`src/design/chord_arp_pkg.sv`:
```
// Shared types, codes and constants of the chord arpeggiator.
// Used by the channel interfaces, the cells, the remainder unit and the top level.
package chord_arp_pkg;

  localparam int MAX_HELD_DEF   = 8;
  localparam int MAX_STEPS_DEF  = 16;
  localparam int MAX_RESULTS    = 16;

  localparam int NOTE_W         = 7;
  localparam int VEL_W          = 7;
  localparam int REQ_W          = 3;
  localparam int CFG_IDX_W      = 3;
  localparam int CFG_DATA_W     = 64;
  localparam int STEP_TABLE_W   = 64;
  localparam int TICK_W         = 15;
  localparam int STEP_DIV_W     = 13;

  localparam int TICKS_PER_STEP = 6;
  localparam int TICK_WRAP      = 24000;
  localparam int SEMIS_PER_OCT  = 12;

  localparam logic [VEL_W-1:0] VEL_RESET = 7'd100;

  localparam logic [REQ_W-1:0] REQ_NOTE_ON  = 3'd0;
  localparam logic [REQ_W-1:0] REQ_NOTE_OFF = 3'd1;
  localparam logic [REQ_W-1:0] REQ_TICK     = 3'd2;
  localparam logic [REQ_W-1:0] REQ_START    = 3'd3;
  localparam logic [REQ_W-1:0] REQ_STOP     = 3'd4;

  localparam logic [CFG_IDX_W-1:0] REG_ACCOMP_ENABLE  = 3'd0;
  localparam logic [CFG_IDX_W-1:0] REG_ARP_MODE       = 3'd1;
  localparam logic [CFG_IDX_W-1:0] REG_NOTE_VELOCITY  = 3'd2;
  localparam logic [CFG_IDX_W-1:0] REG_CYCLE_STEPS    = 3'd3;
  localparam logic [CFG_IDX_W-1:0] REG_PATTERN_LENGTH = 3'd4;
  localparam logic [CFG_IDX_W-1:0] REG_STEP_TABLE     = 3'd5;
  localparam logic [CFG_IDX_W-1:0] REG_OCTAVE_SHIFT   = 3'd6;

  localparam logic [1:0] MODE_CHORD   = 2'd0;
  localparam logic [1:0] MODE_ARP     = 2'd1;
  localparam logic [1:0] MODE_UPDOWN  = 2'd2;

  typedef struct packed {
    logic              vld;
    logic [NOTE_W-1:0] note;
  } note_ent_t;

  typedef enum logic [2:0] {
    HC_HOLD,
    HC_CMP,
    HC_INS,
    HC_DEL,
    HC_ROT
  } held_op_t;

  typedef struct packed {
    held_op_t          op;
    logic [NOTE_W-1:0] key;
  } held_cmd_t;

  typedef enum logic [1:0] {
    SC_HOLD,
    SC_POP,
    SC_PUSH
  } snd_op_t;

  typedef struct packed {
    snd_op_t           op;
    logic [NOTE_W-1:0] note;
  } snd_cmd_t;

endpackage

```
`src/design/chord_arp_if.sv`:
```
// Valid/ready channel interfaces: request items, result items, register writes.
// Depends on chord_arp_pkg for field widths.
interface chord_arp_in_if;
  logic                             valid;
  logic                             ready;
  logic [chord_arp_pkg::REQ_W-1:0]  req_type;
  logic [chord_arp_pkg::NOTE_W-1:0] key_note;
  modport source (output valid, output req_type, output key_note, input ready);
  modport sink   (input valid, input req_type, input key_note, output ready);
endinterface

interface chord_arp_out_if;
  logic                             valid;
  logic                             ready;
  logic [chord_arp_pkg::NOTE_W-1:0] out_note;
  logic [chord_arp_pkg::VEL_W-1:0]  out_velocity;
  logic                             last_event;
  modport source (output valid, output out_note, output out_velocity, output last_event,
                  input ready);
  modport sink   (input valid, input out_note, input out_velocity, input last_event,
                  output ready);
endinterface

interface chord_arp_cfg_if;
  logic                                 valid;
  logic                                 ready;
  logic [chord_arp_pkg::CFG_IDX_W-1:0]  index;
  logic [chord_arp_pkg::CFG_DATA_W-1:0] data;
  modport source (output valid, output index, output data, input ready);
  modport sink   (input valid, input index, input data, output ready);
endinterface

```
`src/design/chord_arp_held_cell.sv`:
```
// One cell of the sorted held-note chain: compare, sorted insert, delete, rotate.
// Depends on chord_arp_pkg for the entry and command types.
module chord_arp_held_cell (
  input  logic                    clk,
  input  logic                    rst_n,
  input  chord_arp_pkg::held_cmd_t cmd,
  input  chord_arp_pkg::note_ent_t prev_ent,
  input  logic                    prev_after,
  input  chord_arp_pkg::note_ent_t next_ent,
  output chord_arp_pkg::note_ent_t ent,
  output logic                    after,
  output logic                    match
);

  logic                             vld_r, vld_nxt;
  logic [chord_arp_pkg::NOTE_W-1:0] note_r, note_nxt;
  logic                             gt_r, ge_r, eq_r;

  assign ent.vld  = vld_r;
  assign ent.note = note_r;
  assign after    = !vld_r || gt_r;
  assign match    = eq_r;

  always_comb begin
    vld_nxt  = vld_r;
    note_nxt = note_r;
    case (cmd.op)
      chord_arp_pkg::HC_INS: begin
        if (prev_after) begin
          vld_nxt  = prev_ent.vld;
          note_nxt = prev_ent.note;
        end else if (after) begin
          vld_nxt  = 1'b1;
          note_nxt = cmd.key;
        end
      end
      chord_arp_pkg::HC_DEL: begin
        if (ge_r) begin
          vld_nxt  = next_ent.vld;
          note_nxt = next_ent.note;
        end
      end
      chord_arp_pkg::HC_ROT: begin
        vld_nxt  = next_ent.vld;
        note_nxt = next_ent.note;
      end
      default: ;
    endcase
  end

  always_ff @(posedge clk) begin
    if (!rst_n) begin
      vld_r <= 1'b0;
    end else begin
      vld_r <= vld_nxt;
    end
  end

  always_ff @(posedge clk) begin
    note_r <= note_nxt;
    if (cmd.op == chord_arp_pkg::HC_CMP) begin
      gt_r <= vld_r && (note_r > cmd.key);
      ge_r <= vld_r && (note_r >= cmd.key);
      eq_r <= vld_r && (note_r == cmd.key);
    end
  end

endmodule

```
`src/design/chord_arp_snd_cell.sv`:
```
// One cell of the sounding-note queue: push at the first free cell, pop toward the head.
// Depends on chord_arp_pkg for the entry and command types.
module chord_arp_snd_cell (
  input  logic                    clk,
  input  logic                    rst_n,
  input  chord_arp_pkg::snd_cmd_t cmd,
  input  logic                    prev_vld,
  input  chord_arp_pkg::note_ent_t next_ent,
  output chord_arp_pkg::note_ent_t ent
);

  logic                             vld_r, vld_nxt;
  logic [chord_arp_pkg::NOTE_W-1:0] note_r, note_nxt;

  assign ent.vld  = vld_r;
  assign ent.note = note_r;

  always_comb begin
    vld_nxt  = vld_r;
    note_nxt = note_r;
    case (cmd.op)
      chord_arp_pkg::SC_POP: begin
        vld_nxt  = next_ent.vld;
        note_nxt = next_ent.note;
      end
      chord_arp_pkg::SC_PUSH: begin
        if (!vld_r && prev_vld) begin
          vld_nxt  = 1'b1;
          note_nxt = cmd.note;
        end
      end
      default: ;
    endcase
  end

  always_ff @(posedge clk) begin
    if (!rst_n) begin
      vld_r <= 1'b0;
    end else begin
      vld_r <= vld_nxt;
    end
  end

  always_ff @(posedge clk) begin
    note_r <= note_nxt;
  end

endmodule

```
`src/design/chord_arp_mod_unit.sv`:
```
// Bit-serial restoring remainder unit, one dividend bit per cycle.
// Depends on chord_arp_pkg for the default dividend width; used by the top level for step and note index reduction.
module chord_arp_mod_unit #(
  parameter int DW = chord_arp_pkg::STEP_DIV_W,
  parameter int VW = 5
) (
  input  logic          clk,
  input  logic          rst_n,
  input  logic          start,
  input  logic [DW-1:0] dividend,
  input  logic [VW-1:0] divisor,
  output logic          done,
  output logic [VW-1:0] rem
);

  localparam int CW = $clog2(DW + 1);

  logic          busy_r;
  logic          done_r;
  logic [CW-1:0] cnt_r;
  logic [DW-1:0] sh_r;
  logic [VW-1:0] rem_r;
  logic [VW-1:0] div_r;
  logic [VW:0]   trial;
  logic [VW:0]   diff;

  assign trial = {rem_r, sh_r[DW-1]};
  assign diff  = trial - {1'b0, div_r};
  assign done  = done_r;
  assign rem   = rem_r;

  always_ff @(posedge clk) begin
    if (!rst_n) begin
      busy_r <= 1'b0;
      done_r <= 1'b0;
      cnt_r  <= '0;
    end else begin
      done_r <= 1'b0;
      if (start) begin
        busy_r <= 1'b1;
        cnt_r  <= CW'(DW);
      end else if (busy_r) begin
        cnt_r <= cnt_r - CW'(1);
        if (cnt_r == CW'(1)) begin
          busy_r <= 1'b0;
          done_r <= 1'b1;
        end
      end
    end
  end

  always_ff @(posedge clk) begin
    if (start) begin
      sh_r  <= dividend;
      rem_r <= '0;
      div_r <= divisor;
    end else if (busy_r) begin
      sh_r  <= sh_r << 1;
      rem_r <= diff[VW] ? trial[VW-1:0] : diff[VW-1:0];
    end
  end

endmodule

```
`src/design/chord_arpeggiator.sv`:
```
// Chord arpeggiator top level: held-note chain, sounding queue, remainder unit, sequencer.
// Depends on chord_arp_pkg, chord_arp_if, chord_arp_held_cell, chord_arp_snd_cell,
// chord_arp_mod_unit.
//
// in_ch takes request items (note on, note off, clock tick, start, stop); out_ch gives
// note events (velocity 0 is a note off, last_event marks the final event of a request);
// cfg_ch writes the pattern registers and is always ready.
// One request is worked on at a time; in_ch is ready whenever the sequencer is idle,
// also while a finished event still waits in the output register.
// Note on/off: compare across the held chain, then insert or delete.
// Start is taken in the idle state; a stop without sounding notes passes the plan and
// finish states, a tick off the step grid only the finish state.
// Step tick: step remainder, note index remainder (arpeggio modes), one release per
// sounding note, then a rotation of the held chain over all MAX_HELD cells. The serial
// remainder unit and the rotation of the held chain set its length.
// Events leave through a one-deep output register; when the receiver stalls, the
// sequencer holds its place until the register frees up.
// Reset (synchronous, active low) empties both chains, stops the transport, clears the
// tick counter and loads the register defaults.
module chord_arpeggiator #(
  parameter int MAX_HELD  = chord_arp_pkg::MAX_HELD_DEF,
  parameter int MAX_STEPS = chord_arp_pkg::MAX_STEPS_DEF
) (
  input logic             clk,
  input logic             rst_n,
  chord_arp_in_if.sink    in_ch,
  chord_arp_out_if.source out_ch,
  chord_arp_cfg_if.sink   cfg_ch
);

  localparam int HCW = $clog2(MAX_HELD + 1);
  localparam int SPW = $clog2(2 * MAX_HELD);
  localparam int VW  = (SPW > 5) ? SPW : 5;
  localparam int TW  = $clog2(2 * MAX_HELD + chord_arp_pkg::MAX_RESULTS + 1);
  localparam int DW  = chord_arp_pkg::STEP_DIV_W;
  localparam int NW  = chord_arp_pkg::NOTE_W;
  localparam int TKW = chord_arp_pkg::TICK_W;

  localparam logic [3:0] ST_IDLE  = 4'd0;
  localparam logic [3:0] ST_CMP   = 4'd1;
  localparam logic [3:0] ST_NOTE  = 4'd2;
  localparam logic [3:0] ST_STEP  = 4'd3;
  localparam logic [3:0] ST_STEPW = 4'd4;
  localparam logic [3:0] ST_IDX   = 4'd5;
  localparam logic [3:0] ST_IDXW  = 4'd6;
  localparam logic [3:0] ST_PLAN  = 4'd7;
  localparam logic [3:0] ST_REL   = 4'd8;
  localparam logic [3:0] ST_PLAY  = 4'd9;
  localparam logic [3:0] ST_FIN   = 4'd10;

  // configuration
  logic        accomp_r;
  logic [1:0]  arp_mode_r;
  logic [6:0]  velocity_r;
  logic [4:0]  cycle_steps_r;
  logic [4:0]  pattern_len_r;
  logic [63:0] step_table_r;
  logic [2:0]  octave_r;

  // sequencer
  logic [3:0]                      state_r, state_nxt;
  logic [chord_arp_pkg::REQ_W-1:0] req_r, req_nxt;
  logic [NW-1:0]                   key_r, key_nxt;
  logic [TKW-1:0]                  tick_r, tick_nxt;
  logic [2:0]                      mod6_r, mod6_nxt;
  logic [DW-1:0]                   div6_r, div6_nxt;
  logic                            playing_r, playing_nxt;
  logic [HCW-1:0]                  held_cnt_r, held_cnt_nxt;
  logic [HCW-1:0]                  snd_cnt_r, snd_cnt_nxt;
  logic [HCW-1:0]                  play_n_r, play_n_nxt;
  logic                            chord_r, chord_nxt;
  logic [HCW-1:0]                  k_r, k_nxt;
  logic [3:0]                      idx_r, idx_nxt;
  logic [HCW-1:0]                  rot_r, rot_nxt;
  logic [TW-1:0]                   emit_cnt_r, emit_cnt_nxt;
  logic [TW-1:0]                   last_idx_r, last_idx_nxt;

  // output register
  logic          out_vld_r;
  logic [NW-1:0] out_note_r;
  logic [6:0]    out_vel_r;
  logic          out_last_r;
  logic          out_load;
  logic [NW-1:0] out_note_nxt;
  logic [6:0]    out_vel_nxt;
  logic          out_last_nxt;
  logic          out_free;

  // chains
  chord_arp_pkg::held_cmd_t held_cmd;
  chord_arp_pkg::snd_cmd_t  snd_cmd;
  chord_arp_pkg::note_ent_t held_ent  [MAX_HELD];
  chord_arp_pkg::note_ent_t held_next [MAX_HELD];
  chord_arp_pkg::note_ent_t snd_ent   [MAX_HELD];
  chord_arp_pkg::note_ent_t snd_next  [MAX_HELD];
  logic [MAX_HELD-1:0]      held_after;
  logic [MAX_HELD-1:0]      held_match;
  logic                     dup;
  logic                     held_full;

  // remainder unit
  logic          mod_start;
  logic [DW-1:0] mod_a;
  logic [VW-1:0] mod_b;
  logic          mod_done;
  logic [VW-1:0] mod_rem;

  // step and note arithmetic
  logic [4:0]        len_cap;
  logic [3:0]        step_val;
  logic [VW-1:0]     span;
  logic [VW-1:0]     mirror;
  logic              emit_en;
  logic              hit;
  logic [TW-1:0]     total;
  logic signed [7:0] oct_semis;
  logic signed [8:0] shifted;
  logic [NW-1:0]     play_note;

  assign in_ch.ready   = (state_r == ST_IDLE);
  assign cfg_ch.ready  = 1'b1;
  assign out_ch.valid        = out_vld_r;
  assign out_ch.out_note     = out_note_r;
  assign out_ch.out_velocity = out_vel_r;
  assign out_ch.last_event   = out_last_r;
  assign out_free = !out_vld_r || out_ch.ready;

  assign dup       = |held_match;
  assign held_full = (held_cnt_r == HCW'(MAX_HELD));

  genvar gi;
  generate
    for (gi = 0; gi < MAX_HELD; gi++) begin : g_cell
      if (gi == MAX_HELD - 1) begin : g_tail
        assign held_next[gi] = (held_cmd.op == chord_arp_pkg::HC_ROT) ? held_ent[0] : '0;
        assign snd_next[gi]  = '0;
      end else begin : g_body
        assign held_next[gi] = held_ent[gi+1];
        assign snd_next[gi]  = snd_ent[gi+1];
      end

      if (gi == 0) begin : g_head
        chord_arp_held_cell u_held (
          .clk        (clk),
          .rst_n      (rst_n),
          .cmd        (held_cmd),
          .prev_ent   ('0),
          .prev_after (1'b0),
          .next_ent   (held_next[gi]),
          .ent        (held_ent[gi]),
          .after      (held_after[gi]),
          .match      (held_match[gi])
        );
        chord_arp_snd_cell u_snd (
          .clk      (clk),
          .rst_n    (rst_n),
          .cmd      (snd_cmd),
          .prev_vld (1'b1),
          .next_ent (snd_next[gi]),
          .ent      (snd_ent[gi])
        );
      end else begin : g_rest
        chord_arp_held_cell u_held (
          .clk        (clk),
          .rst_n      (rst_n),
          .cmd        (held_cmd),
          .prev_ent   (held_ent[gi-1]),
          .prev_after (held_after[gi-1]),
          .next_ent   (held_next[gi]),
          .ent        (held_ent[gi]),
          .after      (held_after[gi]),
          .match      (held_match[gi])
        );
        chord_arp_snd_cell u_snd (
          .clk      (clk),
          .rst_n    (rst_n),
          .cmd      (snd_cmd),
          .prev_vld (snd_ent[gi-1].vld),
          .next_ent (snd_next[gi]),
          .ent      (snd_ent[gi])
        );
      end
    end
  endgenerate

  chord_arp_mod_unit #(
    .DW (DW),
    .VW (VW)
  ) u_mod (
    .clk      (clk),
    .rst_n    (rst_n),
    .start    (mod_start),
    .dividend (mod_a),
    .divisor  (mod_b),
    .done     (mod_done),
    .rem      (mod_rem)
  );

  assign len_cap  = (pattern_len_r > 5'(MAX_STEPS)) ? 5'(MAX_STEPS) : pattern_len_r;
  assign step_val = step_table_r[{mod_rem[3:0], 2'b00} +: 4];
  assign span     = (VW'(held_cnt_r) << 1) - VW'(2);
  assign mirror   = span - mod_rem;
  assign emit_en  = (emit_cnt_r < TW'(chord_arp_pkg::MAX_RESULTS));
  assign hit      = chord_r ? (rot_r < held_cnt_r) : (rot_r == k_r);
  assign total    = TW'(snd_cnt_r) + TW'(play_n_r);

  assign oct_semis = $signed({{5{octave_r[2]}}, octave_r}) *
                     8'(chord_arp_pkg::SEMIS_PER_OCT);
  assign shifted   = $signed({2'b00, held_ent[0].note}) + $signed({oct_semis[7], oct_semis});

  always_comb begin
    if (shifted[8]) begin
      play_note = '0;
    end else if (shifted[7]) begin
      play_note = '1;
    end else begin
      play_note = shifted[NW-1:0];
    end
  end

  always_comb begin
    state_nxt    = state_r;
    req_nxt      = req_r;
    key_nxt      = key_r;
    tick_nxt     = tick_r;
    mod6_nxt     = mod6_r;
    div6_nxt     = div6_r;
    playing_nxt  = playing_r;
    held_cnt_nxt = held_cnt_r;
    snd_cnt_nxt  = snd_cnt_r;
    play_n_nxt   = play_n_r;
    chord_nxt    = chord_r;
    k_nxt        = k_r;
    idx_nxt      = idx_r;
    rot_nxt      = rot_r;
    emit_cnt_nxt = emit_cnt_r;
    last_idx_nxt = last_idx_r;
    held_cmd.op  = chord_arp_pkg::HC_HOLD;
    held_cmd.key = key_r;
    snd_cmd.op   = chord_arp_pkg::SC_HOLD;
    snd_cmd.note = play_note;
    mod_start    = 1'b0;
    mod_a        = div6_r;
    mod_b        = VW'(cycle_steps_r);
    out_load     = 1'b0;
    out_note_nxt = snd_ent[0].note;
    out_vel_nxt  = '0;
    out_last_nxt = (emit_cnt_r == last_idx_r);

    case (state_r)
      ST_IDLE: begin
        if (in_ch.valid) begin
          req_nxt = in_ch.req_type;
          key_nxt = in_ch.key_note;
          case (in_ch.req_type)
            chord_arp_pkg::REQ_NOTE_ON, chord_arp_pkg::REQ_NOTE_OFF: begin
              state_nxt = ST_CMP;
            end
            chord_arp_pkg::REQ_TICK: begin
              if (playing_r) begin
                if (mod6_r == 3'd0) begin
                  play_n_nxt = '0;
                  if (accomp_r && (tick_r > TKW'(chord_arp_pkg::TICK_WRAP))) begin
                    tick_nxt = '0;
                    div6_nxt = '0;
                  end
                  if (accomp_r && (held_cnt_r != '0) && (cycle_steps_r != 5'd0)) begin
                    state_nxt = ST_STEP;
                  end else begin
                    state_nxt = ST_PLAN;
                  end
                end else begin
                  state_nxt = ST_FIN;
                end
              end
            end
            chord_arp_pkg::REQ_START: begin
              playing_nxt = 1'b1;
              tick_nxt    = '0;
              mod6_nxt    = '0;
              div6_nxt    = '0;
            end
            chord_arp_pkg::REQ_STOP: begin
              playing_nxt = 1'b0;
              play_n_nxt  = '0;
              state_nxt   = ST_PLAN;
            end
            default: ;
          endcase
        end
      end

      ST_CMP: begin
        held_cmd.op = chord_arp_pkg::HC_CMP;
        state_nxt   = ST_NOTE;
      end

      ST_NOTE: begin
        if (req_r == chord_arp_pkg::REQ_NOTE_ON) begin
          if (!dup && !held_full) begin
            held_cmd.op  = chord_arp_pkg::HC_INS;
            held_cnt_nxt = held_cnt_r + HCW'(1);
          end
        end else if (dup) begin
          held_cmd.op  = chord_arp_pkg::HC_DEL;
          held_cnt_nxt = held_cnt_r - HCW'(1);
        end
        state_nxt = ST_IDLE;
      end

      ST_STEP: begin
        mod_start = 1'b1;
        state_nxt = ST_STEPW;
      end

      ST_STEPW: begin
        if (mod_done) begin
          state_nxt = ST_PLAN;
          chord_nxt = 1'b0;
          if ((mod_rem < VW'(len_cap)) && (step_val != 4'd0)) begin
            idx_nxt = step_val - 4'd1;
            case (arp_mode_r)
              chord_arp_pkg::MODE_CHORD: begin
                play_n_nxt = held_cnt_r;
                chord_nxt  = 1'b1;
              end
              chord_arp_pkg::MODE_ARP: begin
                state_nxt = ST_IDX;
              end
              chord_arp_pkg::MODE_UPDOWN: begin
                if (held_cnt_r == HCW'(1)) begin
                  k_nxt      = '0;
                  play_n_nxt = HCW'(1);
                end else begin
                  state_nxt = ST_IDX;
                end
              end
              default: ;
            endcase
          end
        end
      end

      ST_IDX: begin
        mod_start = 1'b1;
        mod_a     = DW'(idx_r);
        mod_b     = (arp_mode_r == chord_arp_pkg::MODE_ARP) ? VW'(held_cnt_r) : span;
        state_nxt = ST_IDXW;
      end

      ST_IDXW: begin
        if (mod_done) begin
          if (arp_mode_r == chord_arp_pkg::MODE_ARP || mod_rem < VW'(held_cnt_r)) begin
            k_nxt = mod_rem[HCW-1:0];
          end else begin
            k_nxt = mirror[HCW-1:0];
          end
          play_n_nxt = HCW'(1);
          state_nxt  = ST_PLAN;
        end
      end

      ST_PLAN: begin
        emit_cnt_nxt = '0;
        if (total == '0) begin
          state_nxt = ST_FIN;
        end else begin
          if (total > TW'(chord_arp_pkg::MAX_RESULTS)) begin
            last_idx_nxt = TW'(chord_arp_pkg::MAX_RESULTS - 1);
          end else begin
            last_idx_nxt = total - TW'(1);
          end
          state_nxt = ST_REL;
        end
      end

      ST_REL: begin
        if (snd_cnt_r == '0) begin
          rot_nxt   = '0;
          state_nxt = (play_n_r != '0) ? ST_PLAY : ST_FIN;
        end else if (!emit_en || out_free) begin
          snd_cmd.op  = chord_arp_pkg::SC_POP;
          snd_cnt_nxt = snd_cnt_r - HCW'(1);
          if (emit_en) begin
            out_load     = 1'b1;
            emit_cnt_nxt = emit_cnt_r + TW'(1);
          end
        end
      end

      ST_PLAY: begin
        if (!hit || !emit_en || out_free) begin
          held_cmd.op = chord_arp_pkg::HC_ROT;
          if (hit) begin
            snd_cmd.op = chord_arp_pkg::SC_PUSH;
            if (snd_cnt_r != HCW'(MAX_HELD)) begin
              snd_cnt_nxt = snd_cnt_r + HCW'(1);
            end
            if (emit_en) begin
              out_load     = 1'b1;
              out_note_nxt = play_note;
              out_vel_nxt  = velocity_r;
              emit_cnt_nxt = emit_cnt_r + TW'(1);
            end
          end
          rot_nxt = rot_r + HCW'(1);
          if (rot_r == HCW'(MAX_HELD - 1)) begin
            state_nxt = ST_FIN;
          end
        end
      end

      ST_FIN: begin
        if (req_r == chord_arp_pkg::REQ_TICK) begin
          if (tick_r == '1) begin
            tick_nxt = '0;
            mod6_nxt = '0;
            div6_nxt = '0;
          end else begin
            tick_nxt = tick_r + TKW'(1);
            if (mod6_r == 3'(chord_arp_pkg::TICKS_PER_STEP - 1)) begin
              mod6_nxt = '0;
              div6_nxt = div6_r + DW'(1);
            end else begin
              mod6_nxt = mod6_r + 3'd1;
            end
          end
        end
        state_nxt = ST_IDLE;
      end

      default: begin
        state_nxt = ST_IDLE;
      end
    endcase
  end

  always_ff @(posedge clk) begin
    if (!rst_n) begin
      state_r    <= ST_IDLE;
      tick_r     <= '0;
      mod6_r     <= '0;
      div6_r     <= '0;
      playing_r  <= 1'b0;
      held_cnt_r <= '0;
      snd_cnt_r  <= '0;
      play_n_r   <= '0;
      chord_r    <= 1'b0;
      rot_r      <= '0;
      emit_cnt_r <= '0;
      last_idx_r <= '0;
      out_vld_r  <= 1'b0;
    end else begin
      state_r    <= state_nxt;
      tick_r     <= tick_nxt;
      mod6_r     <= mod6_nxt;
      div6_r     <= div6_nxt;
      playing_r  <= playing_nxt;
      held_cnt_r <= held_cnt_nxt;
      snd_cnt_r  <= snd_cnt_nxt;
      play_n_r   <= play_n_nxt;
      chord_r    <= chord_nxt;
      rot_r      <= rot_nxt;
      emit_cnt_r <= emit_cnt_nxt;
      last_idx_r <= last_idx_nxt;
      if (out_load) begin
        out_vld_r <= 1'b1;
      end else if (out_ch.ready) begin
        out_vld_r <= 1'b0;
      end
    end
  end

  always_ff @(posedge clk) begin
    req_r <= req_nxt;
    key_r <= key_nxt;
    k_r   <= k_nxt;
    idx_r <= idx_nxt;
    if (out_load) begin
      out_note_r <= out_note_nxt;
      out_vel_r  <= out_vel_nxt;
      out_last_r <= out_last_nxt;
    end
  end

  always_ff @(posedge clk) begin
    if (!rst_n) begin
      accomp_r      <= 1'b0;
      arp_mode_r    <= chord_arp_pkg::MODE_CHORD;
      velocity_r    <= chord_arp_pkg::VEL_RESET;
      cycle_steps_r <= 5'(chord_arp_pkg::MAX_STEPS_DEF);
      pattern_len_r <= 5'(chord_arp_pkg::MAX_STEPS_DEF);
      step_table_r  <= '0;
      octave_r      <= '0;
    end else if (cfg_ch.valid) begin
      case (cfg_ch.index)
        chord_arp_pkg::REG_ACCOMP_ENABLE:  accomp_r      <= cfg_ch.data[0];
        chord_arp_pkg::REG_ARP_MODE:       arp_mode_r    <= cfg_ch.data[1:0];
        chord_arp_pkg::REG_NOTE_VELOCITY:  velocity_r    <= cfg_ch.data[6:0];
        chord_arp_pkg::REG_CYCLE_STEPS:    cycle_steps_r <= cfg_ch.data[4:0];
        chord_arp_pkg::REG_PATTERN_LENGTH: pattern_len_r <= cfg_ch.data[4:0];
        chord_arp_pkg::REG_STEP_TABLE:     step_table_r  <= cfg_ch.data;
        chord_arp_pkg::REG_OCTAVE_SHIFT:   octave_r      <= cfg_ch.data[2:0];
        default: ;
      endcase
    end
  end

endmodule
```
`src/flat_wrapper.sv`:
```
// flat-port wrapper written by rule: the top's interface ports become plain ports
module chord_arpeggiator_flat 
#(
  parameter int MAX_HELD  = chord_arp_pkg::MAX_HELD_DEF,
  parameter int MAX_STEPS = chord_arp_pkg::MAX_STEPS_DEF
)
  (clk, rst_n, in_ch_valid, in_ch_req_type, in_ch_key_note, in_ch_ready, out_ch_valid, out_ch_out_note, out_ch_out_velocity, out_ch_last_event, out_ch_ready, cfg_ch_valid, cfg_ch_index, cfg_ch_data, cfg_ch_ready);
  chord_arp_in_if in_ch_i ();
  chord_arp_out_if out_ch_i ();
  chord_arp_cfg_if cfg_ch_i ();
  input logic clk;
  input logic rst_n;
  input wire logic [$bits(in_ch_i.valid)-1:0] in_ch_valid;
  input wire logic [$bits(in_ch_i.req_type)-1:0] in_ch_req_type;
  input wire logic [$bits(in_ch_i.key_note)-1:0] in_ch_key_note;
  output wire logic [$bits(in_ch_i.ready)-1:0] in_ch_ready;
  output wire logic [$bits(out_ch_i.valid)-1:0] out_ch_valid;
  output wire logic [$bits(out_ch_i.out_note)-1:0] out_ch_out_note;
  output wire logic [$bits(out_ch_i.out_velocity)-1:0] out_ch_out_velocity;
  output wire logic [$bits(out_ch_i.last_event)-1:0] out_ch_last_event;
  input wire logic [$bits(out_ch_i.ready)-1:0] out_ch_ready;
  input wire logic [$bits(cfg_ch_i.valid)-1:0] cfg_ch_valid;
  input wire logic [$bits(cfg_ch_i.index)-1:0] cfg_ch_index;
  input wire logic [$bits(cfg_ch_i.data)-1:0] cfg_ch_data;
  output wire logic [$bits(cfg_ch_i.ready)-1:0] cfg_ch_ready;
  assign in_ch_i.valid = in_ch_valid;
  assign in_ch_i.req_type = in_ch_req_type;
  assign in_ch_i.key_note = in_ch_key_note;
  assign in_ch_ready = in_ch_i.ready;
  assign out_ch_valid = out_ch_i.valid;
  assign out_ch_out_note = out_ch_i.out_note;
  assign out_ch_out_velocity = out_ch_i.out_velocity;
  assign out_ch_last_event = out_ch_i.last_event;
  assign out_ch_i.ready = out_ch_ready;
  assign cfg_ch_i.valid = cfg_ch_valid;
  assign cfg_ch_i.index = cfg_ch_index;
  assign cfg_ch_i.data = cfg_ch_data;
  assign cfg_ch_ready = cfg_ch_i.ready;
  chord_arpeggiator #(.MAX_HELD(MAX_HELD), .MAX_STEPS(MAX_STEPS)) u_core (.clk(clk), .rst_n(rst_n), .in_ch(in_ch_i), .out_ch(out_ch_i), .cfg_ch(cfg_ch_i));
endmodule
```
`config.mk`:
```
export PLATFORM = sky130hd
export DESIGN_NAME = chord_arpeggiator_flat
export DESIGN_NICKNAME = d
export VERILOG_FILES = /design/src/design/chord_arp_pkg.sv /design/src/design/chord_arp_if.sv /design/src/design/chord_arp_held_cell.sv /design/src/design/chord_arp_snd_cell.sv /design/src/design/chord_arp_mod_unit.sv /design/src/design/chord_arpeggiator.sv /design/src/flat_wrapper.sv
export SDC_FILE = /design/constraint.sdc
export NUM_CORES = 1
export LEC_CHECK = 0
export ABC_AREA = 1
export ABC_CLOCK_PERIOD_IN_PS = 3130
export BUFFER_PORTS_ARGS = -buffer_cell sky130_fd_sc_hd__clkbuf_2
export CAP_MARGIN = 0
export CORE_UTILIZATION = 45
export CTS_BUF_LIST = sky130_fd_sc_hd__clkbuf_2
export DETAILED_ROUTE_END_ITERATION = 10
export PLACE_DENSITY = 0.65
export SLEW_MARGIN = 20
export SYNTH_ARGS = -nofsm -noshare
export SYNTH_HDL_FRONTEND = slang
export SYNTH_SLANG_ARGS = --single-unit
```
`constraint.sdc`:
```
create_clock -name clk -period 3.13 [get_ports clk]
set_clock_uncertainty 0.1 [all_clocks]
set_input_delay 0.313 -clock clk [delete_from_list [all_inputs] [get_ports clk]]
set_output_delay 0.313 -clock clk [all_outputs]
set_load 0.05 [all_outputs]
```
## Word-level counts from Yosys, hierarchy flattened

Index checks and enable logic that the tools add are counted.

- Bits in registers: 367
- Bits of input ports: 82

- Add/subtract/negate cells: 17
- Multiply operators: 1
- $lt $le $gt $ge: 23
- Eq/ne operators: 95
- Shift-type cells: 1
- Mux-type cells: 211
- Bitwise logic cells: 3
- Reductions and logical operators: 136

Operators with widths:

| kind | number |
|---|---|
| $mux 7 | 37 |
| $pmux 7 s3 | 8 |
| $mux 4 | 34 |
| $mux 13 | 10 |
| $pmux 7 s2 | 8 |
| $mux 15 | 6 |
| $shiftx 64x7->4 | 1 |
| $pmux 15 s2 | 2 |
| $eq 7x7->1 | 8 |
| $ge 7x7->1 | 8 |
| $gt 7x7->1 | 8 |
| $pmux 13 s2 | 2 |
| $pmux 4 s2 | 6 |
| $mux 1 | 46 |
| $ne 2x2->1 const B | 22 |
| $logic_and 1x1->1 | 36 |
| $mux 6 | 6 |
| $pmux 4 s9 | 1 |
| $reduce_and 2->1 | 18 |
| $reduce_and 3->1 | 12 |
| $mux 3 | 8 |
| $pmux 1 s3 | 8 |
| $pmux 4 s3 | 2 |
| $ne 2x1->1 const B | 11 |
| 65 further kinds | 179 |

## Longest topological paths before layout

Gate-level depths: netlist (run 1).

- Depth in word-level cells: 11
- Depth in mapped cells: 17

## Modules after synthesis

From an unflattened synthesis (run 1), not the netlist that was laid out.

- Cell total of the unflattened synthesis: 2,816
- Area total of the unflattened synthesis: 21,181.6 um2

By module, submodules not included:

| module | instances | cells an instance | area each (um2) | seq. area each (um2) |
|---|---|---|---|---|
| chord_arpeggiator | 1 | 1,418 | 10,087.2 | 4,053.9 |
| chord_arp_held_cell | 8 | 108 | 800.8 | 320.3 |
| chord_arp_snd_cell | 8 | 45 | 401.6 | 230.2 |
| chord_arp_mod_unit | 1 | 174 | 1,475.2 | 760.7 |

## Worst setup path before layout (run 1)

Ideal clock, no wire load.

- Path kind: register to register
- From: reg u_core.held_cnt_r[1]
- To: reg u_core.g_cell[0].g_head.u_snd.note_r[0] in the netlist's numbering, enable pin
- Setup time: 0.381 ns
- Arrival time: 2.708 ns
- Data required time: 2.649 ns
- Slack: -0.059 ns
- Cell stages (with the launch flop): 17
- Cell sequence: dfxtp_1 inv_1 ha_1 o21ai_1 nand2_1 nand3_1 nand2_1 nand2_1 nand2_1 inv_1 nand2_1 nor2_1 ha_1 clkinv_1 clkbuf_1 clkbuf_1 o21ai_0

- Longest elaborated chain between the ends: 10
- Elaborated cells between the ends (all ways): 13
- Classes of those cells: order compare (1); eq/ne (3); mux (4); reduce/logical (5)

RTL lines:

| item | line | text |
|---|---|---|
| from (decl) | chord_arpeggiator.sv:68 | `logic [HCW-1:0] held_cnt_r, held_cnt_nxt;` |
| from (signal assigned) | chord_arpeggiator.sv:459 | `held_cnt_r <= held_cnt_nxt;` |
| $lt 4x4->1 * | chord_arpeggiator.sv:204 | `assign hit = chord_r ? (rot_r < held_cnt_r) : (rot_r == k_r);` |
| $mux 1 * | chord_arpeggiator.sv:204 |  |
| $logic_not 1->1 | chord_arpeggiator.sv:392 | `if (!hit \|\| !emit_en \|\| out_free) begin` |
| $logic_or 1x1->1 (2 in a row) | chord_arpeggiator.sv:392 |  |
| $mux 2 * | chord_arpeggiator.sv:392 |  |
| $pmux 2 s2 * | chord_arpeggiator.sv:250 | `case (state_r)` |
| $eq 2x2->1 or $eq 2x1->1 (tied branches) | chord_arp_snd_cell.sv:21 | `case (cmd.op)` |
| $ne 2x2->1 (no line) or $reduce_bool 2->1 (tied branches) | -- |  |
| $reduce_and 2->1 (no line) * | -- |  |
| to (signal assigned) | chord_arp_snd_cell.sv:45 | `note_r <= note_nxt;` |
| to (decl) | chord_arp_snd_cell.sv:13 | `logic [chord_arp_pkg::NOTE_W-1:0] note_r, note_nxt;` |

Mark *: on every way between the ends. The rest lies on a longest branch, timed or not.
A chain may end at the register's enable or synchronous reset.

## Worst setup path after layout (run 1)

- From: reg u_core.octave_r[0]
- To: reg u_core.g_cell[3].g_rest.u_snd.note_r[0] in the netlist's numbering, data pin

- Longest elaborated chain between the ends: 6

RTL lines:

| item | line | text |
|---|---|---|
| from (decl) | chord_arpeggiator.sv:58 | `logic [2:0] octave_r;` |
| from (signal assigned) | chord_arpeggiator.sv:503 | `chord_arp_pkg::REG_OCTAVE_SHIFT: octave_r <= cfg_ch.data[2:0];` |
| $mul 3x3->6 * | chord_arpeggiator.sv:207 | `assign oct_semis = $signed({{5{octave_r[2]}}, octave_r}) *` |
| $add 8x8->9 * | chord_arpeggiator.sv:209 | `assign shifted = $signed({2'b00, held_ent[0].note}) + $signed({oct_semis[7], oct_semis});` |
| $mux 7 | chord_arpeggiator.sv:214 | `end else if (shifted[7]) begin` |
| $mux 7 * | chord_arpeggiator.sv:212 | `if (shifted[8]) begin` |
| $mux 7 * | chord_arp_snd_cell.sv:27 | `if (!vld_r && prev_vld) begin` |
| $pmux 7 s2 * | chord_arp_snd_cell.sv:21 |  |
| net u_core.g_cell[3].g_rest.u_snd.note_nxt (one bit) | chord_arp_snd_cell.sv:13 |  |
| to (signal assigned) | chord_arp_snd_cell.sv:45 |  |
| to (decl) | chord_arp_snd_cell.sv:13 |  |

Mark *: on every way through the listed nets, which the timed path passes. The rest lies on a longest branch. The select of a mux whose other input is x is not followed.

==> results.py, run 1 <==
metrics = {
    "run_status": {
        "status": "completed",
    },
    "global_route": {
        "antenna_found_initial": 4,
        "grt.total_usage_pct": 26.5,
        "overflow": 0,
        "grt_max_degree": 79,
        "grt_pass1_vias": 18400,
        "grt_pass1_wl_um": 93600,
    },
    "placement": {
        "gp_congestion": 0.893,
        "dpl.cell_count": 3080,
        "numPortBuffers": 98,
        "dp_hpwl_um": 37000,
    },
    "critical_path": {
        "cp_common_cell": "nand2_1",
        "critPathSlowestCell": "fa_1",
        "end_kind": "flip-flop",
        "cp_max_fo": 7,
        "r2r_cells": 15,
        "crit_arrival_ns": 3.60,
        "crit_required_ns": 3.79,
        "worst_setup_path_start_kind": "flip-flop",
        "critPathKind": "flip-flop to flip-flop",
        "cp_cell_sequence": "ha_2, fa_1, ha_1, a21oi_1, nand2_1, nand2_1, nand2_1, nand2_1, nand2_1, xnor2_2, inv_2, o21ai_2, nor2_1, inv_2, nand2_1",
        "cpPeakStageDelay_ns": 0.49,
    },
    "synth": {
        "yosysTopAreaCell": "edfxtp_1",
        "syn_inst": 2422,
        "synth_top_area_share_pct": 28.8,
        "synth_cell_type_count": 56,
        "async_reset_ff_share_pct": 0,
        "avgSynthCellArea_um2": 8.05,
        "synthTopCellsByArea": "edfxtp_1 29%, dfxtp_1 18%, nand2_1 9.3%",
        "synth_compound_area_share_pct": 13.5,
        "synthesis.nets": 2613,
        "ys_seq_elements": 367,
        "yosys_most_used_dff": "edfxtp_1",
        "muxShareOfSynthArea_pct": 0,
        "syn_area_um2": 19500,
        "synth_edf_count": 187,
        "ys_warn_count": 0,
        "synth-simple-area-share_pct": 23.2,
        "synth_top_family_by_area": "simple AND/OR/NAND/NOR gates",
        "synth_adder_area_share_pct": 7.22,
        "ys_seq_area_share_pct": 47.3,
        "synthXorXnorAreaFrac_pct": 1.84,
    },
    "sta": {
        "tightest_slew_ns": 0.874,
        "finalHoldViolations": 0,
        "drv_slew": 0,
        "slew_headroom_pct": 41.5,
        "finalSetupViolations": 0,
        "period_minus_slack_ns": 2.94,
        "max_freq_mhz": 340,
        "finalSetupTns_ns": 0,
        "finalCritPeriodShare_pct": 94.0,
    },
    "floorplanning": {
        "placementRows": 75,
        "start_util_pct": 46.1,
        "die_w_um": 210,
        "core_um2": 42300,
        "die_h_um": 210,
        "fp.dieArea_um2": 44200,
        "io_pins": 100,
    },
    "hold_path": {
        "hold_class": "input pin to flip-flop",
        "min_path_cells": 4,
    },
    "power": {
        "netSwitchingFraction_pct": 38.8,
        "p_int_mw": 8.74,
        "power_mw": 14.3,
        "pwr-share-comb_pct": 33.2,
        "pwr-share-seq_pct": 43.1,
        "leakagePower_nw": 10.4,
        "ir_drop_uv": 288,
        "p_sw_mw": 5.54,
        "powerDensity_nw_per_um2": 592,
        "p_clk_share_pct": 23.8,
    },
    "detailed_routing": {
        "route.detailed.drc": 0,
        "num_vias": 18700,
        "drt-pass1-iter-count": 6,
        "viasPerCell": 5.37,
        "wl_per_cell_um": 16.8,
        "routed_wl_um": 58500,
        "drt_iter0_drc": 1567,
        "final_antenna_net_count": 0,
    },
    "final_layout": {
        "layout-drive-gt1-share_pct": 13.5,
        "nFillCells": 3830,
        "fin_cells": 3488,
        "final_net_count": 3021,
        "area_delta_synth_final_pct": 23.6,
    },
    "clock_tree": {
        "cts_tree": "built",
        "cts.reportedPaths.clkPinSlew_ns": 0.10,
        "cts_htree_levels": 3,
        "cts_buffers": 98,
        "clk_latency_ns": 1.05,
        "cts_buffer_depth": 3,
        "post_cts_buffers": 0,
        "cts-root-buf": "clkbuf_2",
        "clkSinkCount": 367,
    },
    "flow_run": {
        "drv_cap": 0,
    },
}
through the flow:
step | instance area [µm²] | hold WS, ns | setup WS [ns] | utilization [%]
final | 24100 | 0.137 | 0.188 | 57.0
after global routing | 24100 | 0.0670 | -0.00178 | 57.0
after CTS | 24100 | 0.0320 | 0.00751 | 56.8
after detailed placement | 20900 | 0.339 | -0.104 | 49.4
after global placement | 20900 | 0.337 | 0.0101 | 49.4
after floorplan | 19500 | 0.312 | 0.138 | -
layer usage:
layer,routed length (µm),global-route usage [%]
met1,25000,34.5
met2,27300,43.4
met3,4400,5.21
met4,1740,10.1
met5,0,0
cell type report:
type                    count  area, µm²  share of cell area (%)
flip-flops and latches    367       9220                    38.2
multi-input cells        1710       9010                    37.4
repair buffers            400       3330                    13.8
inverters                 253        957                    3.97
clock buffers             156        781                    3.24
well taps                 577        722                    2.99
clock inverters            21       88.8                   0.368
diodes                      4       10.0                  0.0415
registers in the layout, indices dropped and copies added, names as in the netlist, 13 cells and up:
signal                              cells
u_core.g_cell.g_rest.u_held.note_r     49
u_core.step_table_r                    64
u_core.g_cell.g_rest.u_snd.note_r      49
u_core.u_mod.sh_r                      13
u_core.tick_r                          15
u_core.div6_r                          13
cell usage after synthesis, types with 14 or more instances:
cell type	number
o21ai_0	216
nand3_1	107
nor2_1	393
o31ai_1	49
nand4_1	19
ha_1	103
edfxtp_1	187
buf_2	19
clkbuf_1	61
o211ai_1	15
nand2_1	485
nor3_1	36
a21oi_1	133
dfxtp_1	180
xor2_1	28
inv_1	236
a31oi_1	14
power groups by stage:
stage	clock network [mW]	logic [mW]	registers, mW
3_3_place_gp	0	4.28	6.23
5_1_grt	3.73	5.31	6.20
2_1_floorplan	0	3.22	6.08
4_1_cts	3.47	4.63	6.14
3_5_place_dp	0	4.41	6.24
6_report	3.39	4.74	6.16
final timing paths:
kind,startpoint,end,slack (ns)
worst min-delay path,cfg_ch_data[1],u_core.pattern_len_r[1],0.14
worst max-delay path,u_core.octave_r[0],u_core.g_cell[3].g_rest.u_snd.note_r[0],0.19
worst min register to register,u_core.last_idx_r[4],u_core.last_idx_r[4],0.35
worst max register to register,u_core.octave_r[0],u_core.g_cell[3].g_rest.u_snd.note_r[0],0.19
cells in the final DEF (no fill, tap or decap), drive strengths merged, types with 6 or more instances in the layout:
master | synthesis | layout
a21oi | 134 | 134
a31oi | 14 | 14
and3 | 8 | 8
buf | 31 | 76
clkbuf | 61 | 253
clkinv | 5 | 22
dfxtp | 180 | 180
dlygate4sd3 | 0 | 227
edfxtp | 187 | 187
fa | 6 | 6
ha | 103 | 103
inv | 248 | 251
nand2 | 491 | 491
nand3 | 107 | 107
nand4 | 19 | 19
nor2 | 399 | 399
nor3 | 38 | 38
nor3b | 7 | 7
nor4 | 12 | 12
o211ai | 16 | 16
o21ai | 227 | 227
o221ai | 8 | 8
o22ai | 9 | 9
o31ai | 49 | 49
xnor2 | 13 | 13
xor2 | 28 | 28
cells by family (layout without fill, tap and decap cells):
group / Yosys count / in the layout
other: 1 / 5
adder cells (fa/ha/maj): 109 / 109
AO/OA/AOI/OAI: 470 / 470
buffers and inverters: 345 / 830
XOR/XNOR: 41 / 41
flip-flops: 367 / 367
AND/OR/NAND/NOR: 1089 / 1089
worst max-delay path: cells and delay by family, from the launching register on:
| kind | cells | cell delay, ns |
|---|---|---|
| compound gates | 2 | 0.29 |
| simple gates | 7 | 0.50 |
| fa+ha+maj | 3 | 1.03 |
| xor+xnor | 1 | 0.21 |
| buf+inv | 2 | 0.24 |
| flops | 1 | 0.35 |
what timing repair did:
| item | 4_1_cts | 5_1_grt |
|---|---|---|
| pin swaps | 0 | 2 |
| setup endpoints to repair | 20 | 79 |
| cloned | 0 | 0 |
| resized for setup | 5 | 18 |
| endpoints found under the hold margin | 186 | 0 |
| hold buffers | 227 | 0 |
Note: power is estimated with default switching activity, not from simulation.
==> run 2: changes to the inputs <==
Settings changed: RECOVER_POWER set to 25.
==> results.py, run 2 (synthesis gave the netlist of run 1 again) <==
metrics = {
    "clock_tree": {
        "cts_buffer_depth": 3,
        "post_cts_buffers": 0,
        "cts_tree": "built",
        "cts-root-buf": "clkbuf_2",
        "cts_htree_levels": 3,
        "cts.reportedPaths.clkPinSlew_ns": 0.11,
        "clkSinkCount": 367,
        "clk_latency_ns": 1.05,
        "cts_buffers": 98,
    },
    "floorplanning": {
        "io_pins": 100,
        "core_um2": 42300,
        "placementRows": 75,
        "die_h_um": 210,
        "die_w_um": 210,
        "start_util_pct": 46.1,
        "fp.dieArea_um2": 44200,
    },
    "final_layout": {
        "layout-drive-gt1-share_pct": 12.5,
        "most-common-layout-cells": "485 x nand2_1, 395 x nor2_1, 240 x clkbuf_2",
        "mostFrequentLayoutCell": "nand2_1",
        "largest_register": "u_core.step_table_r",
        "area_delta_synth_final_pct": 23.3,
        "nFillCells": 3859,
        "biggestRegsByFlops": "u_core.step_table_r x64, u_core.g_cell.g_rest.u_held.note_r x49, u_core.g_cell.g_rest.u_snd.note_r x49",
        "final_net_count": 3021,
        "largest_reg_flops": 64,
        "fin_cells": 3488,
    },
    "sta": {
        "finalSetupViolations": 0,
        "finalSetupTns_ns": 0,
        "tightest_slew_ns": 1.54,
        "max_freq_mhz": 335,
        "slew_headroom_pct": -2.54,
        "setup_slack_ns": 0.149,
        "period_minus_slack_ns": 2.98,
        "finalHoldViolations": 0,
        "drv_slew": 54,
        "hold-worst-slack_ns": 0.173,
        "finalCritPeriodShare_pct": 95.2,
    },
    "critical_path": {
        "critPathKind": "input pin to flip-flop",
        "end_kind": "flip-flop",
        "crit_required_ns": 4.03,
        "cp_max_fo": 53,
        "crit_arrival_ns": 3.88,
        "worst_setup_path_start_kind": "input pin",
    },
    "placement": {
        "dpl.cell_count": 3080,
        "pre_cts_ws_ns": -0.104,
        "gp_congestion": 0.893,
        "dp_hpwl_um": 37000,
        "numPortBuffers": 98,
    },
    "detailed_routing": {
        "drt_iter0_drc": 1574,
        "route.detailed.drc": 0,
        "wl_per_cell_um": 16.8,
        "drt-pass1-iter-count": 6,
        "final_antenna_net_count": 0,
        "viasPerCell": 5.36,
        "routed_wl_um": 58500,
        "num_vias": 18700,
    },
    "flow_run": {
        "drv_cap": 1,
    },
    "run_status": {
        "status": "finished, violations left",
        "violations": "max-capacitance violations, max-slew violations",
    },
    "power": {
        "powerDensity_nw_per_um2": 592,
        "ir_drop_uv": 289,
        "power_mw": 14.2,
        "leakagePower_nw": 10.4,
    },
    "global_route": {
        "grt_max_degree": 79,
        "antenna_found_initial": 4,
        "grt_pass1_vias": 18400,
        "grt_pass1_wl_um": 93600,
        "grt.total_usage_pct": 26.5,
        "overflow": 0,
    },
    "hold_path": {
        "hold_class": "input pin to flip-flop",
    },
}
-- run 2: per-layer routing --
metal | share of wire (%) | track usage, %
met3 | 7.6 | 5.21
met5 | 0 | 0
met1 | 43 | 34.5
met4 | 2.9 | 10.1
met2 | 47 | 43.4
-- run 2: what timing repair did --
action | in CTS | in global routing
setup endpoints to repair | 20 | 79
gates resized for setup | 5 | 18
hold buffers | 227 | 0
endpoints found under the hold margin | 186 | 0
pin swaps | 0 | 2
-- run 2: path summary, 6_finish.rpt --
check / from / end / slack [ns] / depth (start not counted)
worst max register to register: u_core.octave_r[0] / u_core.g_cell[3].g_rest.u_snd.note_r[0] / 0.17 / 15
worst min register to register: u_core.last_idx_r[4] / u_core.last_idx_r[4] / 0.35 / 2
worst min-delay path: cfg_ch_data[1] / u_core.pattern_len_r[1] / 0.17 / 4
worst max-delay path: cfg_ch_index[0] / u_core.step_table_r[38] / 0.15 / 11
-- run 2: power by group --
part / internal, mW / total [mW] / switching (mW) / leakage, nW
registers: 5.75 / 6.16 / 0.402 / 3.16
clock network: 1.31 / 3.38 / 2.07 / 0.690
logic: 1.66 / 4.70 / 3.04 / 6.50
total: 8.72 / 14.2 / 5.51 / 10.4
-- run 2: per-stage QoR --
stage          utilization, %  instance area, µm²
2_1_floorplan               -               19500
3_3_place_gp             49.4               20900
3_5_place_dp             49.4               20900
4_1_cts                  56.8               24100
5_1_grt                  56.8               24000
6_report                 56.8               24000
-- run 2: cell type report --
cell class	instances	area (µm²)	share of cell area, %
well taps	577	722	3.00
multi-input cells	1710	8980	37.4
flip-flops and latches	367	9220	38.3
clock inverters	21	88.8	0.370
clock buffers	156	781	3.25
repair buffers	400	3280	13.7
inverters	253	956	3.98
diodes	4	10.0	0.0416
-- run 2: worst max-delay path: stages --
cell and delay, ns:
dlygate4sd3_1 0.55, clkbuf_1 0.12, inv_1 0.08, nor2_1 0.04
inv_1 0.07, nor2_1 0.05, inv_1 1.09, nor2_1 0.16
dlygate4sd3_1 0.67, nor2_1 0.14, dlygate4sd3_1 0.56
==> run 3: changes to the inputs <==
Settings changed: ABC_CLOCK_PERIOD_IN_PS 3130 to 3700, PLACE_DENSITY 0.65 to 0.63.
Clock period 3.13 ns to 3.7 ns, I/O delays scaled along.
==> results.py, run 3 (synthesis gave the netlist of run 1 again) <==
metrics = {
    "power": {
        "power_mw": 12.0,
        "p_sw_mw": 4.66,
        "pwr-share-comb_pct": 32.0,
        "leakagePower_nw": 10.1,
        "netSwitchingFraction_pct": 38.8,
        "p_int_mw": 7.34,
        "powerDensity_nw_per_um2": 505,
        "pwr-share-seq_pct": 43.9,
        "ir_drop_uv": 254,
        "p_clk_share_pct": 24.2,
    },
    "critical_path": {
        "crit_required_ns": 4.35,
        "path_buf_inv": 2,
        "cpPeakStageDelay_ns": 0.49,
        "r2r-end": "u_core.g_cell[0].g_head.u_snd.note_r[1]",
        "worst_setup_path_start_kind": "flip-flop",
        "cp_cell_sequence": "ha_1, fa_1, ha_1, a21oi_1, nand2_1, nand2_1, nand2_1, nand2_1, nand2_1, xnor2_1, inv_1, o21ai_0, nor2_1, inv_1, nand2_1",
        "crit_arrival_ns": 4.10,
        "path_depth": 15,
        "r2r_slack_ns": 0.24,
        "cp_common_cell": "nand2_1",
        "end_kind": "flip-flop",
        "r2r-start": "u_core.octave_r[1]",
        "endpoint": "u_core.g_cell[0].g_head.u_snd.note_r[1]",
        "crit_path_start": "u_core.octave_r[1]",
        "critPathSlowestCell": "fa_1",
        "critPathKind": "flip-flop to flip-flop",
        "cp_max_fo": 7,
        "path_delay_family": "adder cells",
        "r2r_cells": 15,
    },
    "sta": {
        "setup_slack_ns": 0.245,
        "max_freq_mhz": 289,
        "slew_headroom_pct": -22.6,
        "hold-worst-slack_ns": 0.104,
        "tightest_slew_ns": 1.84,
        "rsz0062_at_grt": "false",
        "period_minus_slack_ns": 3.46,
        "finalSetupTns_ns": 0,
        "finalHoldViolations": 0,
        "finalCritPeriodShare_pct": 93.4,
        "finalSetupViolations": 0,
        "drv_slew": 101,
    },
    "run_status": {
        "violations": "max-capacitance violations, max-slew violations",
        "status": "finished, violations left",
    },
    "detailed_routing": {
        "drt_iter0_drc": 1341,
        "drt-pass1-iter-count": 5,
        "final_antenna_net_count": 0,
        "routed_wl_um": 56600,
        "viasPerCell": 5.30,
        "num_vias": 18300,
        "route.detailed.drc": 0,
        "wl_per_cell_um": 16.4,
    },
    "floorplanning": {
        "core_um2": 42300,
        "start_util_pct": 46.1,
        "die_w_um": 210,
        "fp.dieArea_um2": 44200,
        "io_pins": 100,
        "placementRows": 75,
        "die_h_um": 210,
    },
    "clock_tree": {
        "clkSinkCount": 367,
        "cts_tree": "built",
        "cts_buffers": 97,
        "cts.reportedPaths.clkPinSlew_ns": 0.10,
        "cts_htree_levels": 3,
        "post_cts_buffers": 0,
        "cts-root-buf": "clkbuf_2",
        "clk_latency_ns": 1.09,
        "cts_buffer_depth": 3,
    },
    "final_layout": {
        "mostFrequentLayoutCell": "nand2_1",
        "area_delta_synth_final_pct": 21.8,
        "layout-drive-gt1-share_pct": 10.6,
        "final_net_count": 2980,
        "largest_reg_flops": 64,
        "biggestRegsByFlops": "u_core.step_table_r x64, u_core.g_cell.g_rest.u_held.note_r x49, u_core.g_cell.g_rest.u_snd.note_r x49",
        "most-common-layout-cells": "486 x nand2_1, 393 x nor2_1, 238 x inv_1",
        "nFillCells": 3820,
        "largest_register": "u_core.step_table_r",
    },
    "global_route": {
        "antenna_found_initial": 4,
        "grt_max_degree": 101,
        "grt_pass1_vias": 18000,
        "grt.total_usage_pct": 26.1,
        "overflow": 0,
        "grt_pass1_wl_um": 91900,
    },
    "flow_run": {
        "drv_cap": 1,
    },
    "placement": {
        "pre_cts_ws_ns": 0.337,
        "numPortBuffers": 98,
        "gp_congestion": 0.873,
        "dp_hpwl_um": 36400,
    },
    "hold_path": {
        "hold_class": "input pin to flip-flop",
        "min_path_cells": 4,
    },
}
run 3: cell count changes in the layout (fill, tap and decap cells not counted), moves of 3 or more:
cell | before | now
inv_1 | 233 | 238
clkinv_1 | 20 | 25
o31ai_2 | 3 | 0
o21ai_0 | 212 | 215
buf_4 | 67 | 31
o31ai_1 | 45 | 48
dlygate4sd3_1 | 227 | 224
clkinv_2 | 1 | 5
buf_12 | 0 | 3
o21ai_2 | 6 | 2
inv_2 | 16 | 9
clkbuf_2 | 240 | 225
run 3: final cells by class:
cell class | count | area [µm²] | area share, %
antenna | 6 | 15.0 | 0.0632
clock buffer | 145 | 726 | 3.05
clock inverter | 31 | 165 | 0.695
inverter | 253 | 956 | 4.02
multi-input combinational | 1710 | 8930 | 37.6
sequential | 367 | 9220 | 38.8
tap | 577 | 722 | 3.04
timing repair buffer | 360 | 3020 | 12.7
run 3: power by group through the flow:
stage | logic [mW] | registers, mW | clock network, mW
floorplan | 2.73 | 5.14 | 0
global placement | 3.52 | 5.33 | 0
detailed placement | 3.63 | 5.34 | 0
CTS | 3.80 | 5.25 | 2.99
global route | 4.33 | 5.31 | 3.20
finish | 3.84 | 5.26 | 2.90
run 3: worst reg2reg max path: cells and delay by family, from the launching register on:
family / cells / cell delay (ns)
simple gates: 7 / 0.55
compound gates: 2 / 0.46
fa+ha+maj: 3 / 1.10
buf+inv: 2 / 0.31
flops: 1 / 0.37
xor+xnor: 1 / 0.27
run 3: per-stage QoR:
step / util (%) / instances / cell area (µm²)
2_1_floorplan: - / 2422 / 19500
3_3_place_gp: 48.8 / 3043 / 20700
3_5_place_dp: 48.8 / 3043 / 20700
4_1_cts: 56.2 / 3443 / 23800
5_1_grt: 56.1 / 3449 / 23800
6_report: 56.1 / 3449 / 23800
run 3: worst min path at each step:
stage,from,end,slack (ns)
finish,cfg_ch_data[4],u_core.velocity_r[4],0.10
global route,rst_n,u_core.play_n_r[0],-0.005
CTS,rst_n,u_core.play_n_r[0],0.0005
detailed placement,u_core.step_table_r[19],u_core.step_table_r[19],0.34
global placement,u_core.step_table_r[19],u_core.step_table_r[19],0.34
floorplan,u_core.step_table_r[10],u_core.step_table_r[10],0.32
run 3: what timing repair did:
item,CTS,global route
hold buffers,224,0
endpoints found under the hold margin,168,0
setup endpoints to repair,0,2
resized for setup,0,1
run 3: layer usage:
layer	up-vias	track usage, %	wire length [µm]	part of all wire (%)
li1	8931	-	-	-
met1	8569	33.6	24400	43
met2	644	43.5	27000	48
met3	130	4.69	3510	6.2
met4	0	9.87	1670	2.9
met5	-	0	0	0
